### config.mk
export PLATFORM = sky130hd
export DESIGN_NAME = polygon_mask_rasterizer_core
export DESIGN_NICKNAME = d
export VERILOG_FILES = /design/src/sv/pmr_pkg.sv /design/src/sv/polygon_mask_rasterizer_core.sv /design/src/sv/pmr_div.sv /design/src/sv/pmr_edge.sv
export VERILOG_INCLUDE_DIRS = /design/src /design/src/sv
export SDC_FILE = /design/constraint.sdc
export NUM_CORES = 2
export LEC_CHECK = 0
export BUFFER_PORTS_ARGS = -buffer_cell sky130_fd_sc_hd__buf_2
export CORE_MARGIN = 2
export CORE_UTILIZATION = 30
export DETAILED_ROUTE_END_ITERATION = 16
export PLACE_DENSITY = 0.4
export SLEW_MARGIN = 20
export SYNTH_ARGS = -nofsm -noshare
export SYNTH_HDL_FRONTEND = slang
export SYNTH_SLANG_ARGS = --single-unit
### constraint.sdc
create_clock -name clock -period 17.43 [get_ports clock]
set_input_delay 1.743 -clock clock [delete_from_list [all_inputs] [get_ports clock]]
set_output_delay 1.743 -clock clock [all_outputs]
set_load 0.1 [all_outputs]
### src/sv/polygon_mask_rasterizer_core_macros.svh
// Assertion macros shared by the polygon mask rasterizer RTL.
`ifndef POLYGON_MASK_RASTERIZER_CORE_MACROS_SVH
`define POLYGON_MASK_RASTERIZER_CORE_MACROS_SVH

// Same-cycle implication, sampled on clock, off during reset.
`define PMR_ASSERT_IMPL(label, ante, cons) \
   label: assert property (@(posedge clock) disable iff (reset) (ante) |-> (cons)) \
      else $error("pmr invariant violated");

// Next-cycle implication, sampled on clock, off during reset.
`define PMR_ASSERT_NEXT(label, ante, cons) \
   label: assert property (@(posedge clock) disable iff (reset) (ante) |=> (cons)) \
      else $error("pmr sequence violated");

`endif

### src/sv/pmr_pkg.sv
// Shared types and constants of the polygon mask rasterizer.
package pmr_pkg;

   localparam int COORD_W  = 13;            // vertex coordinate, signed
   localparam int PIX_W    = 12;            // pixel coordinate, unsigned
   localparam int COLOR_W  = 8;
   localparam int DIFF_W   = COORD_W + 1;   // coordinate differences
   localparam int PROD_W   = 2 * DIFF_W;    // signed product
   localparam int QUO_W    = 13;            // quotient / divisor magnitude
   localparam int NUM_W    = 2 * QUO_W;     // dividend magnitude
   localparam int CROSS_W  = DIFF_W + 1;    // crossing column
   localparam int CSR_IDX_W = 3;
   localparam int CSR_DAT_W = 13;
   localparam int VCNT_W   = 5;
   localparam int ROI_POS_W = 12;
   localparam int ROI_LEN_W = 13;

   localparam logic ACT_LOAD  = 1'b0;
   localparam logic ACT_PIXEL = 1'b1;

   localparam logic [CSR_IDX_W-1:0] CSR_VERTEX_COUNT = 3'd0;
   localparam logic [CSR_IDX_W-1:0] CSR_ROI_LEFT     = 3'd1;
   localparam logic [CSR_IDX_W-1:0] CSR_ROI_TOP      = 3'd2;
   localparam logic [CSR_IDX_W-1:0] CSR_ROI_WIDTH    = 3'd3;
   localparam logic [CSR_IDX_W-1:0] CSR_ROI_HEIGHT   = 3'd4;

   localparam logic [COLOR_W-1:0] COLOR_FULL = 8'd255;
   localparam logic [COLOR_W-1:0] COLOR_NONE = 8'd0;

   // sideband that travels with one edge through the divider
   typedef struct packed {
      logic                      valid;
      logic                      last;
      logic                      straddle;
      logic                      neg;
      logic signed [COORD_W-1:0] xi;
   } pmr_tag_type;

   // edge issue control from the sequencer
   typedef struct packed {
      logic valid;
      logic last;
   } edge_ctl_type;

   // walk outcome back to the sequencer
   typedef struct packed {
      logic done;
      logic parity;
   } edge_res_type;

endpackage

### src/sv/polygon_mask_rasterizer_core.sv
// Polygon mask rasterizer top: config, vertex memory, edge walk sequencer.
// Load item: busy stays low. Pixel outside the ROI or with no
// vertices: result in the cycle after the accept. Pixel in the ROI: result and
// next accept come after (n = used vertices) n + 1 reads
// on the single vertex memory port, the edge pipeline stages and the result register.
// Reset (synchronous) clears config, sequencer and strobes; vertex memory is not cleared.
`include "polygon_mask_rasterizer_core_macros.svh"

module polygon_mask_rasterizer_core #(
   parameter int MAX_VERTICES = 16
) (
   input  logic                                  clock,
   input  logic                                  reset,
   input  logic                                  start,
   output logic                                  busy,
   input  logic                                  req_action,
   input  logic [3:0]                            req_vertex_slot,
   input  logic signed [pmr_pkg::COORD_W-1:0]    req_vertex_col,
   input  logic signed [pmr_pkg::COORD_W-1:0]    req_vertex_row,
   input  logic [pmr_pkg::PIX_W-1:0]             req_pixel_col,
   input  logic [pmr_pkg::PIX_W-1:0]             req_pixel_row,
   input  logic [pmr_pkg::COLOR_W-1:0]           req_blue_in,
   input  logic [pmr_pkg::COLOR_W-1:0]           req_green_in,
   input  logic [pmr_pkg::COLOR_W-1:0]           req_red_in,
   input  logic                                  csr_we,
   input  logic [pmr_pkg::CSR_IDX_W-1:0]         csr_index,
   input  logic [pmr_pkg::CSR_DAT_W-1:0]         csr_wdata,
   output logic                                  rsp_valid,
   output logic                                  rsp_inside_res,
   output logic [pmr_pkg::COLOR_W-1:0]           rsp_mask_byte,
   output logic [pmr_pkg::COLOR_W-1:0]           rsp_blue_out,
   output logic [pmr_pkg::COLOR_W-1:0]           rsp_green_out,
   output logic [pmr_pkg::COLOR_W-1:0]           rsp_red_out
);
   import pmr_pkg::*;

   localparam int AW = (MAX_VERTICES > 1) ? $clog2(MAX_VERTICES) : 1;
   localparam int CW = $clog2(MAX_VERTICES + 2);
   localparam int MW = 2 * COORD_W;

   typedef enum logic [2:0] {
      S_IDLE = 3'b001,
      S_WALK = 3'b010,
      S_WAIT = 3'b100
   } state_type;

   // configuration
   logic [VCNT_W-1:0]    vcount_ff;
   logic [ROI_POS_W-1:0] roi_left_ff;
   logic [ROI_POS_W-1:0] roi_top_ff;
   logic [ROI_LEN_W-1:0] roi_width_ff;
   logic [ROI_LEN_W-1:0] roi_height_ff;

   // vertex memory, {x, y}
   logic [MW-1:0] vtx_mem [MAX_VERTICES];
   logic [MW-1:0] rd_data_ff;
   logic [MW-1:0] prev_ff;
   logic          rd_en;
   logic [AW-1:0] rd_addr;
   logic          rd_first;
   logic          rd_last;
   logic          rd_vld_ff;
   logic          rd_first_ff;
   logic          rd_last_ff;

   state_type     state_ff;
   state_type     state_in;
   logic [CW-1:0] iss_ff;
   logic [CW-1:0] iss_in;
   logic [CW-1:0] iss_m1;
   logic [CW-1:0] n_ff;
   logic [CW-1:0] n_m1;
   logic [CW-1:0] n_sat;

   logic [PIX_W-1:0]   px_col_ff;
   logic [PIX_W-1:0]   px_row_ff;
   logic [COLOR_W-1:0] blue_ff;
   logic [COLOR_W-1:0] green_ff;
   logic [COLOR_W-1:0] red_ff;

   logic                 accept;
   logic                 load_acc;
   logic                 pix_acc;
   logic                 slot_ok;
   logic [ROI_LEN_W-1:0] x_end;
   logic [ROI_LEN_W-1:0] y_end;
   logic                 roi_hit;

   edge_ctl_type edge_ctl;
   edge_res_type edge_res;

   logic               rsp_set;
   logic               rsp_inside_in;
   logic [COLOR_W-1:0] src_blue;
   logic [COLOR_W-1:0] src_green;
   logic [COLOR_W-1:0] src_red;
   logic               rsp_valid_ff;
   logic               rsp_inside_ff;
   logic [COLOR_W-1:0] rsp_blue_ff;
   logic [COLOR_W-1:0] rsp_green_ff;
   logic [COLOR_W-1:0] rsp_red_ff;

   assign busy     = (state_ff != S_IDLE);
   assign accept   = start & ~busy;
   assign load_acc = accept & (req_action == ACT_LOAD);
   assign pix_acc  = accept & (req_action == ACT_PIXEL);
   assign slot_ok  = (32'(req_vertex_slot) < 32'(MAX_VERTICES));

   assign x_end   = {1'b0, roi_left_ff} + roi_width_ff;
   assign y_end   = {1'b0, roi_top_ff} + roi_height_ff;
   assign roi_hit = (req_pixel_col >= roi_left_ff) && ({1'b0, req_pixel_col} < x_end) &&
                    (req_pixel_row >= roi_top_ff) && ({1'b0, req_pixel_row} < y_end);

   assign n_sat = (32'(vcount_ff) > 32'(MAX_VERTICES)) ? CW'(MAX_VERTICES) : CW'(vcount_ff);
   assign n_m1  = n_ff - 1'b1;
   assign iss_m1 = iss_ff - 1'b1;

   // configuration writes
   always_ff @(posedge clock) begin
      if (reset) begin
         vcount_ff     <= '0;
         roi_left_ff   <= '0;
         roi_top_ff    <= '0;
         roi_width_ff  <= '0;
         roi_height_ff <= '0;
      end else if (csr_we) begin
         case (csr_index)
            CSR_VERTEX_COUNT: vcount_ff     <= csr_wdata[VCNT_W-1:0];
            CSR_ROI_LEFT:     roi_left_ff   <= csr_wdata[ROI_POS_W-1:0];
            CSR_ROI_TOP:      roi_top_ff    <= csr_wdata[ROI_POS_W-1:0];
            CSR_ROI_WIDTH:    roi_width_ff  <= csr_wdata[ROI_LEN_W-1:0];
            CSR_ROI_HEIGHT:   roi_height_ff <= csr_wdata[ROI_LEN_W-1:0];
            default: ;
         endcase
      end
   end

   // vertex memory: write on load items, registered read during the walk
   always_ff @(posedge clock) begin
      if (load_acc && slot_ok) begin
         vtx_mem[AW'(req_vertex_slot)] <= {req_vertex_col, req_vertex_row};
      end
      if (rd_en) begin
         rd_data_ff <= vtx_mem[rd_addr];
      end
   end

   // walk: read vertex n-1 first, then 0..n-1, so each read pairs with the one before
   always_comb begin
      state_in      = state_ff;
      iss_in        = iss_ff;
      rd_en         = 1'b0;
      rd_first      = 1'b0;
      rd_last       = 1'b0;
      rd_addr       = '0;
      rsp_set       = 1'b0;
      rsp_inside_in = 1'b0;
      case (state_ff)
         S_IDLE: begin
            if (pix_acc) begin
               if (roi_hit && (n_sat != '0)) begin
                  state_in = S_WALK;
                  iss_in   = '0;
               end else begin
                  rsp_set = 1'b1;
               end
            end
         end
         S_WALK: begin
            rd_en    = 1'b1;
            rd_first = (iss_ff == '0);
            rd_last  = (iss_ff == n_ff);
            rd_addr  = rd_first ? n_m1[AW-1:0] : iss_m1[AW-1:0];
            iss_in   = iss_ff + 1'b1;
            if (rd_last) begin
               state_in = S_WAIT;
            end
         end
         S_WAIT: begin
            if (edge_res.done) begin
               rsp_set       = 1'b1;
               rsp_inside_in = edge_res.parity;
               state_in      = S_IDLE;
            end
         end
         default: begin
            state_in = S_IDLE;
         end
      endcase
   end

   always_ff @(posedge clock) begin
      if (reset) begin
         state_ff    <= S_IDLE;
         iss_ff      <= '0;
         rd_vld_ff   <= 1'b0;
         rd_first_ff <= 1'b0;
         rd_last_ff  <= 1'b0;
      end else begin
         state_ff    <= state_in;
         iss_ff      <= iss_in;
         rd_vld_ff   <= rd_en;
         rd_first_ff <= rd_first;
         rd_last_ff  <= rd_last;
      end
   end

   always_ff @(posedge clock) begin
      if (pix_acc) begin
         n_ff      <= n_sat;
         px_col_ff <= req_pixel_col;
         px_row_ff <= req_pixel_row;
         blue_ff   <= req_blue_in;
         green_ff  <= req_green_in;
         red_ff    <= req_red_in;
      end
      if (rd_vld_ff) begin
         prev_ff <= rd_data_ff;
      end
   end

   assign edge_ctl.valid = rd_vld_ff & ~rd_first_ff;
   assign edge_ctl.last  = rd_last_ff;

   pmr_edge u_edge (
      .clock  (clock),
      .reset  (reset),
      .ctl    (edge_ctl),
      .xi     (rd_data_ff[MW-1:COORD_W]),
      .yi     (rd_data_ff[COORD_W-1:0]),
      .xj     (prev_ff[MW-1:COORD_W]),
      .yj     (prev_ff[COORD_W-1:0]),
      .px_col (px_col_ff),
      .px_row (px_row_ff),
      .res    (edge_res)
   );

   // fast path results take the color straight from the request
   assign src_blue  = (state_ff == S_IDLE) ? req_blue_in  : blue_ff;
   assign src_green = (state_ff == S_IDLE) ? req_green_in : green_ff;
   assign src_red   = (state_ff == S_IDLE) ? req_red_in   : red_ff;

   always_ff @(posedge clock) begin
      if (reset) begin
         rsp_valid_ff <= 1'b0;
      end else begin
         rsp_valid_ff <= rsp_set;
      end
   end

   always_ff @(posedge clock) begin
      if (rsp_set) begin
         rsp_inside_ff <= rsp_inside_in;
         rsp_blue_ff   <= rsp_inside_in ? COLOR_FULL : src_blue;
         rsp_green_ff  <= rsp_inside_in ? COLOR_FULL : src_green;
         rsp_red_ff    <= rsp_inside_in ? COLOR_NONE : src_red;
      end
   end

   assign rsp_valid      = rsp_valid_ff;
   assign rsp_inside_res = rsp_inside_ff;
   assign rsp_mask_byte  = rsp_inside_ff ? COLOR_FULL : COLOR_NONE;
   assign rsp_blue_out   = rsp_blue_ff;
   assign rsp_green_out  = rsp_green_ff;
   assign rsp_red_out    = rsp_red_ff;

   `PMR_ASSERT_IMPL(a_done_in_wait, edge_res.done, state_ff == S_WAIT)
   `PMR_ASSERT_IMPL(a_issue_bound, state_ff == S_WALK, iss_ff <= n_ff)
   `PMR_ASSERT_NEXT(a_walk_to_wait, (state_ff == S_WALK) && (iss_ff == n_ff),
                    state_ff == S_WAIT)

endmodule

### src/sv/pmr_div.sv
// Pipelined restoring divider on magnitudes, one quotient bit per stage.
module pmr_div (
   input  logic                          clock,
   input  logic                          reset,
   input  logic [pmr_pkg::NUM_W-1:0]     num,
   input  logic [pmr_pkg::QUO_W-1:0]     den,
   input  pmr_pkg::pmr_tag_type          tag_in,
   output logic [pmr_pkg::QUO_W-1:0]     quo,
   output pmr_pkg::pmr_tag_type          tag_out
);
   import pmr_pkg::*;

   logic [QUO_W-1:0] rem_q [QUO_W];
   logic [QUO_W-1:0] quo_q [QUO_W];
   logic [QUO_W-1:0] low_q [QUO_W];
   logic [QUO_W-1:0] den_q [QUO_W];
   pmr_tag_type      tag_q [QUO_W];

   // the quotient of a straddling edge stays below 2**QUO_W, so the upper
   // dividend half is already smaller than the divisor
   for (genvar s = 0; s < QUO_W; s++) begin : g_stage
      logic [QUO_W-1:0] rem_src;
      logic [QUO_W-1:0] quo_src;
      logic [QUO_W-1:0] low_src;
      logic [QUO_W-1:0] den_src;
      pmr_tag_type      tag_src;
      logic [QUO_W:0]   trial;
      logic [QUO_W:0]   diff;
      logic             ge;
      logic [QUO_W-1:0] rem_ff;
      logic [QUO_W-1:0] quo_ff;
      logic [QUO_W-1:0] low_ff;
      logic [QUO_W-1:0] den_ff;
      pmr_tag_type      tag_ff;

      if (s == 0) begin : g_first
         assign rem_src = num[NUM_W-1:QUO_W];
         assign low_src = num[QUO_W-1:0];
         assign quo_src = '0;
         assign den_src = den;
         assign tag_src = tag_in;
      end else begin : g_rest
         assign rem_src = rem_q[s-1];
         assign low_src = low_q[s-1];
         assign quo_src = quo_q[s-1];
         assign den_src = den_q[s-1];
         assign tag_src = tag_q[s-1];
      end

      assign trial = {rem_src, low_src[QUO_W-1-s]};
      assign ge    = (trial >= {1'b0, den_src});
      assign diff  = trial - {1'b0, den_src};

      always_ff @(posedge clock) begin
         rem_ff <= ge ? diff[QUO_W-1:0] : trial[QUO_W-1:0];
         quo_ff <= {quo_src[QUO_W-2:0], ge};
         low_ff <= low_src;
         den_ff <= den_src;
      end

      always_ff @(posedge clock) begin
         if (reset) begin
            tag_ff <= '0;
         end else begin
            tag_ff <= tag_src;
         end
      end

      assign rem_q[s] = rem_ff;
      assign quo_q[s] = quo_ff;
      assign low_q[s] = low_ff;
      assign den_q[s] = den_ff;
      assign tag_q[s] = tag_ff;
   end

   assign quo     = quo_q[QUO_W-1];
   assign tag_out = tag_q[QUO_W-1];

endmodule

### src/sv/pmr_edge.sv
// Edge pipeline: straddle test, product, divide, crossing compare, parity.
module pmr_edge (
   input  logic                              clock,
   input  logic                              reset,
   input  pmr_pkg::edge_ctl_type             ctl,
   input  logic signed [pmr_pkg::COORD_W-1:0] xi,
   input  logic signed [pmr_pkg::COORD_W-1:0] yi,
   input  logic signed [pmr_pkg::COORD_W-1:0] xj,
   input  logic signed [pmr_pkg::COORD_W-1:0] yj,
   input  logic [pmr_pkg::PIX_W-1:0]         px_col,
   input  logic [pmr_pkg::PIX_W-1:0]         px_row,
   output pmr_pkg::edge_res_type             res
);
   import pmr_pkg::*;

   logic signed [DIFF_W-1:0] y_s;
   logic signed [DIFF_W-1:0] dx_in;
   logic signed [DIFF_W-1:0] dyp_in;
   logic signed [DIFF_W-1:0] den_in;
   logic                     straddle;

   pmr_tag_type              s1_tag_ff;
   logic signed [DIFF_W-1:0] s1_dx_ff;
   logic signed [DIFF_W-1:0] s1_dyp_ff;
   logic signed [DIFF_W-1:0] s1_den_ff;

   pmr_tag_type              s2_tag_ff;
   logic signed [PROD_W-1:0] s2_prod_ff;
   logic signed [DIFF_W-1:0] s2_den_ff;

   logic signed [PROD_W-1:0] prod_neg;
   logic signed [DIFF_W-1:0] den_neg;
   pmr_tag_type              s3_tag_in;
   pmr_tag_type              s3_tag_ff;
   logic [NUM_W-1:0]         s3_num_ff;
   logic [QUO_W-1:0]         s3_den_ff;

   logic [QUO_W-1:0]          quo;
   pmr_tag_type               d_tag;
   logic signed [DIFF_W-1:0]  q_pos;
   logic signed [DIFF_W-1:0]  q_s;
   logic signed [CROSS_W-1:0] cross_col;
   logic signed [CROSS_W-1:0] x_s;
   logic                      hit;
   logic                      acc_ff;
   edge_res_type              res_ff;

   assign y_s      = $signed({2'b00, px_row});
   assign straddle = (DIFF_W'(yi) >= y_s) != (DIFF_W'(yj) >= y_s);
   assign dx_in    = DIFF_W'(xj) - DIFF_W'(xi);
   assign dyp_in   = y_s - DIFF_W'(yi);
   assign den_in   = DIFF_W'(yj) - DIFF_W'(yi);

   always_ff @(posedge clock) begin
      if (reset) begin
         s1_tag_ff <= '0;
         s2_tag_ff <= '0;
         s3_tag_ff <= '0;
      end else begin
         s1_tag_ff <= '{valid: ctl.valid, last: ctl.last, straddle: straddle,
                        neg: 1'b0, xi: xi};
         s2_tag_ff <= s1_tag_ff;
         s3_tag_ff <= s3_tag_in;
      end
   end

   always_ff @(posedge clock) begin
      s1_dx_ff   <= dx_in;
      s1_dyp_ff  <= dyp_in;
      s1_den_ff  <= den_in;
      s2_prod_ff <= PROD_W'(s1_dx_ff) * PROD_W'(s1_dyp_ff);
      s2_den_ff  <= s1_den_ff;
   end

   // magnitudes; quotient sign follows C truncation toward zero
   assign prod_neg = -s2_prod_ff;
   assign den_neg  = -s2_den_ff;

   always_comb begin
      s3_tag_in     = s2_tag_ff;
      s3_tag_in.neg = s2_prod_ff[PROD_W-1] ^ s2_den_ff[DIFF_W-1];
   end

   always_ff @(posedge clock) begin
      s3_num_ff <= s2_prod_ff[PROD_W-1] ? prod_neg[NUM_W-1:0] : s2_prod_ff[NUM_W-1:0];
      s3_den_ff <= s2_den_ff[DIFF_W-1] ? den_neg[QUO_W-1:0] : s2_den_ff[QUO_W-1:0];
   end

   pmr_div u_div (
      .clock   (clock),
      .reset   (reset),
      .num     (s3_num_ff),
      .den     (s3_den_ff),
      .tag_in  (s3_tag_ff),
      .quo     (quo),
      .tag_out (d_tag)
   );

   assign q_pos     = $signed({1'b0, quo});
   assign q_s       = d_tag.neg ? -q_pos : q_pos;
   assign cross_col = CROSS_W'(q_s) + CROSS_W'(d_tag.xi);
   assign x_s       = $signed({3'b000, px_col});
   assign hit       = d_tag.straddle && (x_s <= cross_col);

   always_ff @(posedge clock) begin
      if (reset) begin
         acc_ff <= 1'b0;
         res_ff <= '0;
      end else begin
         res_ff.done   <= d_tag.valid & d_tag.last;
         res_ff.parity <= acc_ff ^ hit;
         if (d_tag.valid) begin
            acc_ff <= d_tag.last ? 1'b0 : (acc_ff ^ hit);
         end
      end
   end

   assign res = res_ff;

endmodule

# Yosys cells after proc, flatten, opt, wreduce, memory -nomap -nowiden
# Memory sizes are Yosys's and may differ from the RTL's. A register that Yosys moved wholly into a read port is not among the register bits.
# Cells that the tools add are included.
# word_totals
regBits	1048
ram_bits	416
inputBits	99
out_inout_bits	35
word_cells	288
n_memories	1
# op_classes
n_addsub	24
n_mul	1
magnitude_cmp	21
eq_ne	14
muxes	40
n_bitwise	11
n_reduce_logical	17
# mem_list
memory	depth	word_bits	rd	rd_ports_with_merged_regs	wr	line	text
vtx_mem	16	26	1	1	1	polygon_mask_rasterizer_core.sv:55	logic [MW-1:0] vtx_mem [MAX_VERTICES];
# op_table
operator	n
>= comparator 14 x 13 -> 1 bit	13
two-way mux 13 bit	13
subtractor 13 bit	12
subtractor 13 x 13 -> 14 bit	3
two-way mux 8 bit	4
multiplier 14 x 14 -> 28 bit	1
adder 12 x 13 -> 13 bit	2
>= comparator 13 bit	2
less-than comparator 12 x 13 -> 1 bit	2
two-way mux 26 bit	1
negation 26 bit	1
>= comparator 12 bit	2
adder 14 x 13 -> 15 bit	1
<= comparator 13 x 15 -> 1 bit	1
two-way mux 5 bit	3
two-way mux 14 bit	1
negation 13 -> 14 bit	1
negation 13 bit	1
two-way mux 3 bit	4
one-hot mux 5 bit (2 select lines)	1
AND reduction 2 bit	5
equality test 3 x 2 -> 1 bit, second input constant	3
two-way mux 1 bit	9
one-hot mux 3 bit (3 select lines)	1
other kinds (23)	41

# Depth between registers and ports, before layout
# depth
depth_word	9
mapped_depth	23
ltp_nobuf	22

# Hierarchy
# From an unflattened synthesis, not the netlist that was laid out.
# unflattened
hier_cells	5993
hier_area_um2	65790.6
# modules_own_cells
mod	n_inst	cells_per_inst	area_per_inst_um2	seq_area_each_um2
polygon_mask_rasterizer_core	1	2050	25548.3	17737.0
pmr_div	1	2307	24996.5	14053.5
pmr_edge	1	1636	15245.9	3483.3

# Worst setup path after synthesis
# OpenSTA, ideal clock, no wires.
# synth_timing
kind	register to register
from	reg u_edge.s1_dyp_ff[7]
to	reg u_edge.s2_prod_ff[25]
setup_time_ps	120
arrival_time_ps	5780
required_ps	17310
slack_ps	11530
stages_incl_launch_ff	23
path_buffers	1
synth_period_minus_slack_ps	5900
path_cell_list	dfxtp_1 > clkbuf_1 > nand2_1 > fa_1 > inv_1 > fa_1 > inv_1 > fa_1 > inv_1 > fa_1 > fa_1 > inv_1 > fa_1 > inv_1 > ha_1 > and2_1 > a211oi_1 > o32ai_1 > o41ai_4 > o31ai_1 > nor2_1 > a211oi_1 > a211o_1
# synth_via
elab_chain_len	1
# synth_rtl
item	line	text
start: declaration	pmr_edge.sv:24	logic signed [DIFF_W-1:0] s1_dyp_ff;
start signal: assignment	pmr_edge.sv:69	s1_dyp_ff <= dyp_in;
multiplier 14 x 14 -> 28 bit	pmr_edge.sv:71	s2_prod_ff <= PROD_W'(s1_dx_ff) * PROD_W'(s1_dyp_ff);
end signal: assignment	pmr_edge.sv:71	
end: declaration	pmr_edge.sv:28	logic signed [PROD_W-1:0] s2_prod_ff;
# Every way passes these cells.
# A chain may end at the register's enable or synchronous reset.

# Worst setup path in the final report
# layout_timing
from	reg u_edge.s1_dx_ff[5]
to	reg u_edge.s2_prod_ff[22]
# layout_via
elab_chain_len	1
# layout_rtl
item	line	text
start: declaration	pmr_edge.sv:23	logic signed [DIFF_W-1:0] s1_dx_ff;
start signal: assignment	pmr_edge.sv:68	s1_dx_ff <= dx_in;
multiplier 14 x 14 -> 28 bit	pmr_edge.sv:71	
# Every way passes these cells.

==> results.md <==
Place:
- Buffers placed on the I/O ports in this run total approximately 130.
- The total half-perimeter wirelength after legalization and detailed placement is 118,000 um.
- The total placed instance area is approximately 0.070 sq mm.
- The congestion estimate from routability-driven global placement came to 0.797.

Outcome:
- The flow ran to the end, and the final reports show no timing, DRC or antenna violations.

Synth:
- The post-synthesis instance area is 0.0659 sq mm.
- After synthesis, the mean cell area works out to 11.0 sq um.
- By count the netlist is led by dfxtp_1 (943), nand2_1 (784), inv_1 (558), edfxtp_1 (546), ha_1 (388).
- By area the synthesized netlist is led by dfxtp_1 (29%), edfxtp_1 (25%), ha_1 (7.4%), fa_1 (6.5%), nand2_1 (4.5%).
- The cell with the most instances after synthesis is dfxtp_1.
- The top cell type by area accounts for 28.7% of the synthesized area.
- During synthesis, Yosys emitted a total of 0 warnings.
- The area fraction in and, or, nand and nor cells after synthesis is 14.6%.
- Synthesis produced a netlist whose cell count is around 6,000.
- The prevailing post-synth register cell is dfxtp_1.
- After synthesis, the share of flip-flops with an asynchronous set or reset is 0%.
- The synthesized design spends more area on one cell type than any other, namely dfxtp_1.
- Of the post-synthesis cell area, the part taken by muxes is 2.35%.
- The number of nets in the synthesized netlist is 6,685.
- The count of flip-flops with a built-in enable after synthesis is 546.
- The sequential cell area fraction in the yosys report is between 50% and 60%.
- Counting distinct cell types in the post-synthesis netlist gives 90.
- After synthesis the netlist holds a flip-flop and latch count of 1,489.
- The fraction of the mapped netlist area in adder cells is 13.8%.
- The synthesized netlist devotes 7.87% of its cell area to compound gates.
- After synthesis, the largest family of logic cells by area is simple AND/OR/NAND/NOR gates.
- The xor and xnor area share after synthesis is under 10%.

Pwr:
- IR analysis of the VDD net gives a maximum drop of between 100 and 150 uV.
- The completed layout was analyzed and its total power is around 12 mW.
- In this run the power density over the cells is around 160 mW/mm^2.
- The analysis attributes to cell leakage a power of 30.7 nW.

Setup path:
- The kind of cell with the highest combined delay on the critical path is adder cells.
- The peak fanout along the critical path is 14.
- The depth of the critical timing path with buffers and inverters included is 19.
- The worst reg-to-reg path cell count is 19.
- The buffering stage count on the worst path with inverters included is 3.
- The largest individual stage delay along the critical path comes from the cell dfxtp_1.
- For the worst setup path, the data arrival time is around 7200 ps.
- The most prevalent standard cell on the critical path is fa_1.
- The startpoint type of the worst setup path is a register.
- The worst register-to-register path begins at u_edge.s1_dx_ff[5]$_DFF_P_.
- The source of the critical timing path is u_edge.s1_dx_ff[5]$_DFF_P_.
- The critical path endpoint category is a register.
- In this design, the stage delay of the slowest critical-path cell is around 670 ps.
- The data required time at the worst endpoint is ~18,000 ps.
- Traced cell by cell, the critical path runs through nand2_1 > fa_1 > fa_1 > inv_1 > fa_1 > inv_1 > fa_1 > fa_1 > inv_1 > fa_1 > ha_1 > o21a_1 > o21ai_1 > o31ai_1 > o31ai_1 > o21ai_1 > o21ai_1 > or4b_1 > o211ai_1.
- The path type of the worst setup path is reg -> reg.

Detailed routing:
- The final layout contains routed wiring with a total length of 169,000 um.
- The length of the first detailed-routing pass in iterations is 6.
- The residual antenna-violating net count after detailed routing is 0.
- The total DRC errors in the routed layout is 0.
- The wire length per cell is 18.4 um.
- The via density per instance is 4.53.
- The number of design-rule violations left by the first detailed-router iteration is 2,238.
- Detailed routing inserted a total of slightly above 40,000 vias.

Clocking:
- Gates resized during post-CTS repair numbered 0.
- After clock tree synthesis, the flow added hold-fix buffers numbering 0.
- The clock-pin slew on the worst setup and hold paths is 60 ps.
- The later pin in the worst-skew pair is clocked with a latency of slightly below 800 ps.
- Post-CTS timing repair inserted 0 buffers for setup.
- CTS built an H-tree with a depth of 4.
- The CTS tree is yes.
- The total CTS buffers is 163.
- The clock passes through at most 3 buffers.
- The total clock sinks is 1,489.
- In this run the clock root is driven by a clkbuf_16.

Job:
- Across the run, the number of max-cap violations was 0.

Timing:
- After routing, the total negative slack on setup checks comes to 0 ps.
- Setup repair after global routing left no endpoint under its margin.
- The final count of negative-setup-slack endpoints is 0.
- At the pin with the least slew margin, the transition time is roughly 1100 ps.
- Static timing analysis puts the maximum clock frequency at 153 MHz.
- Across the routed clock network, the largest skew measured is 23.6 ps.
- Hold timing on the final database bottoms out at a slack of between 300 and 400 ps.
- In this run the tightest slew margin relative to its limit is 23.2%.
- After layout, the worst path uses 37.5% of the clock period.
- The worst path in the final design needs a cycle of ~6500 ps, including I/O delays and setup.
- The number of failing hold endpoints at the final stage was 0.
- The number of max-slew violations in the final report came to 0.

Global routing:
- For this run the aggregate overflow at the end of global routing stands at 0.
- The first global-routing pass estimated between 200,000 and 300,000 um of wire.
- The number of antenna violations at the first check in global routing is 19.
- The number of global-route vias before repair came to 42,052.
- The aggregate global-route resource usage is about 15%.
- Entering global routing, the biggest net connects 107 pins.

Floorplanning:
- The die is between 400 and 500 um tall.
- The die covers 0.223 sq mm.
- The initial utilization of the core area, before any placement, comes to a little under a third.
- The core region area is 0.219 sq mm.
- The die boundary width is 473 um.
- The number of core rows is 172.
- The top-level port count is 134.

Layout:
- In the final layout, flip-flops and latches occupy 0.0353 sq mm.
- The layout net count is 6,826.
- The area taken by multi-input logic gates is 0.0278 sq mm.
- Compared with the post-synthesis result, the final layout area differs by 14.0%.
- The proportion of layout cells with a drive suffix above 1 is a little under a tenth.
- The final design area excluding fillers is 0.0751 sq mm.
- After filler insertion, the fill cell instance count of the layout stands at 21,914.

Hold path:
- The cell count of the worst hold path is 0.
- The min-delay analysis places its worst path in the category reg -> reg.
- The beginning of the worst hold path is u_edge.u_div.g_stage[3].low_ff[1]$_DFF_P_.
-- per-layer routing --
metal  part of all wire [%]  up-vias  GRT usage (%)
li1                       -    20602              -
met1                     46    20086           19.5
met2                     49      516           25.8
met3                    3.5      208           2.57
met4                    2.0       14           3.64
met5                  0.050        -              0
-- path summary, 6_finish.rpt --
kind	end	slack [ps]
worst max-delay path	u_edge.s2_prod_ff[22]$_DFF_P_	10900
worst min-delay path	u_edge.u_div.g_stage[4].low_ff[1]$_DFF_P_	320
worst max register to register	u_edge.s2_prod_ff[22]$_DFF_P_	10900
worst min register to register	u_edge.u_div.g_stage[4].low_ff[1]$_DFF_P_	320
-- placed cells by master, fill, tap and decap left out, types with 33 or more instances in the layout --
cell type  instances
a21oi_1          226
a311oi_1          79
a31oi_1           42
and2_1           104
and3_1            68
buf_2            132
buf_4             41
clkbuf_1          48
clkbuf_16        170
dfxtp_1          943
edfxtp_1         546
fa_1             213
ha_1             388
inv_1            558
mux2_2            66
mux2_4            35
nand2_1          783
nand2b_1          33
nand3_1          169
nand4_1           44
nor2_1           270
nor2b_1          310
nor3_1            93
o21a_1            41
o21ai_0          117
or3_1             33
xnor2_1          190
xor2_1            55
-- state kept, by name, summed over array words and instances, names as in the netlist, 27 cells and up --
register	cells
u_edge.u_div.g_stage.low_ff	75
u_edge.u_div.g_stage.quo_ff	68
u_edge.u_div.g_stage.den_ff	143
u_edge.u_div.g_stage.tag_ff	187
u_edge.u_div.g_stage.rem_ff	143
vtx_mem	416
u_edge.s2_prod_ff	27
-- per-stage QoR --
| step | utilization [%] | worst slack [ps] | std cells |
|---|---|---|---|
| final | 34.3 | 10900 | 9141 |
| after global routing | 34.3 | 10550 | 9137 |
| after CTS | 34.3 | 10880 | 9135 |
| after floorplan | - | 11530 | 5985 |
| after detailed placement | 31.9 | 10900 | 8832 |
| after global placement | 31.9 | 10970 | 8832 |
-- cell families (layout without fill, tap and decap cells) --
family / Yosys count / in the layout
other: 0 / 6
adders and majority gates: 601 / 601
DFF: 1489 / 1489
and+or+nand+nor: 1998 / 1998
muxes: 129 / 129
AOI/OAI and AO/OA: 760 / 760
buffers and inverters: 762 / 1041
xor gates and xnor gates: 246 / 246
-- report_power, final --
part / total [mW] / internal (mW) / switching, mW
combinational: 3.90 / 1.81 / 2.09
clock: 3.37 / 1.96 / 1.41
sequential: 4.37 / 4.12 / 0.255
-- area by class of cell --
class / instances / area share (%)
flip-flops and latches: 1489 / 47.0
multi-input cells: 3734 / 37.0
clock buffers: 242 / 6.35
well taps: 2871 / 4.79
inverters: 562 / 2.81
repair buffers: 176 / 1.36
clock inverters: 61 / 0.670
diodes: 6 / 0.0200
Power figures use the tool's default switching activity.
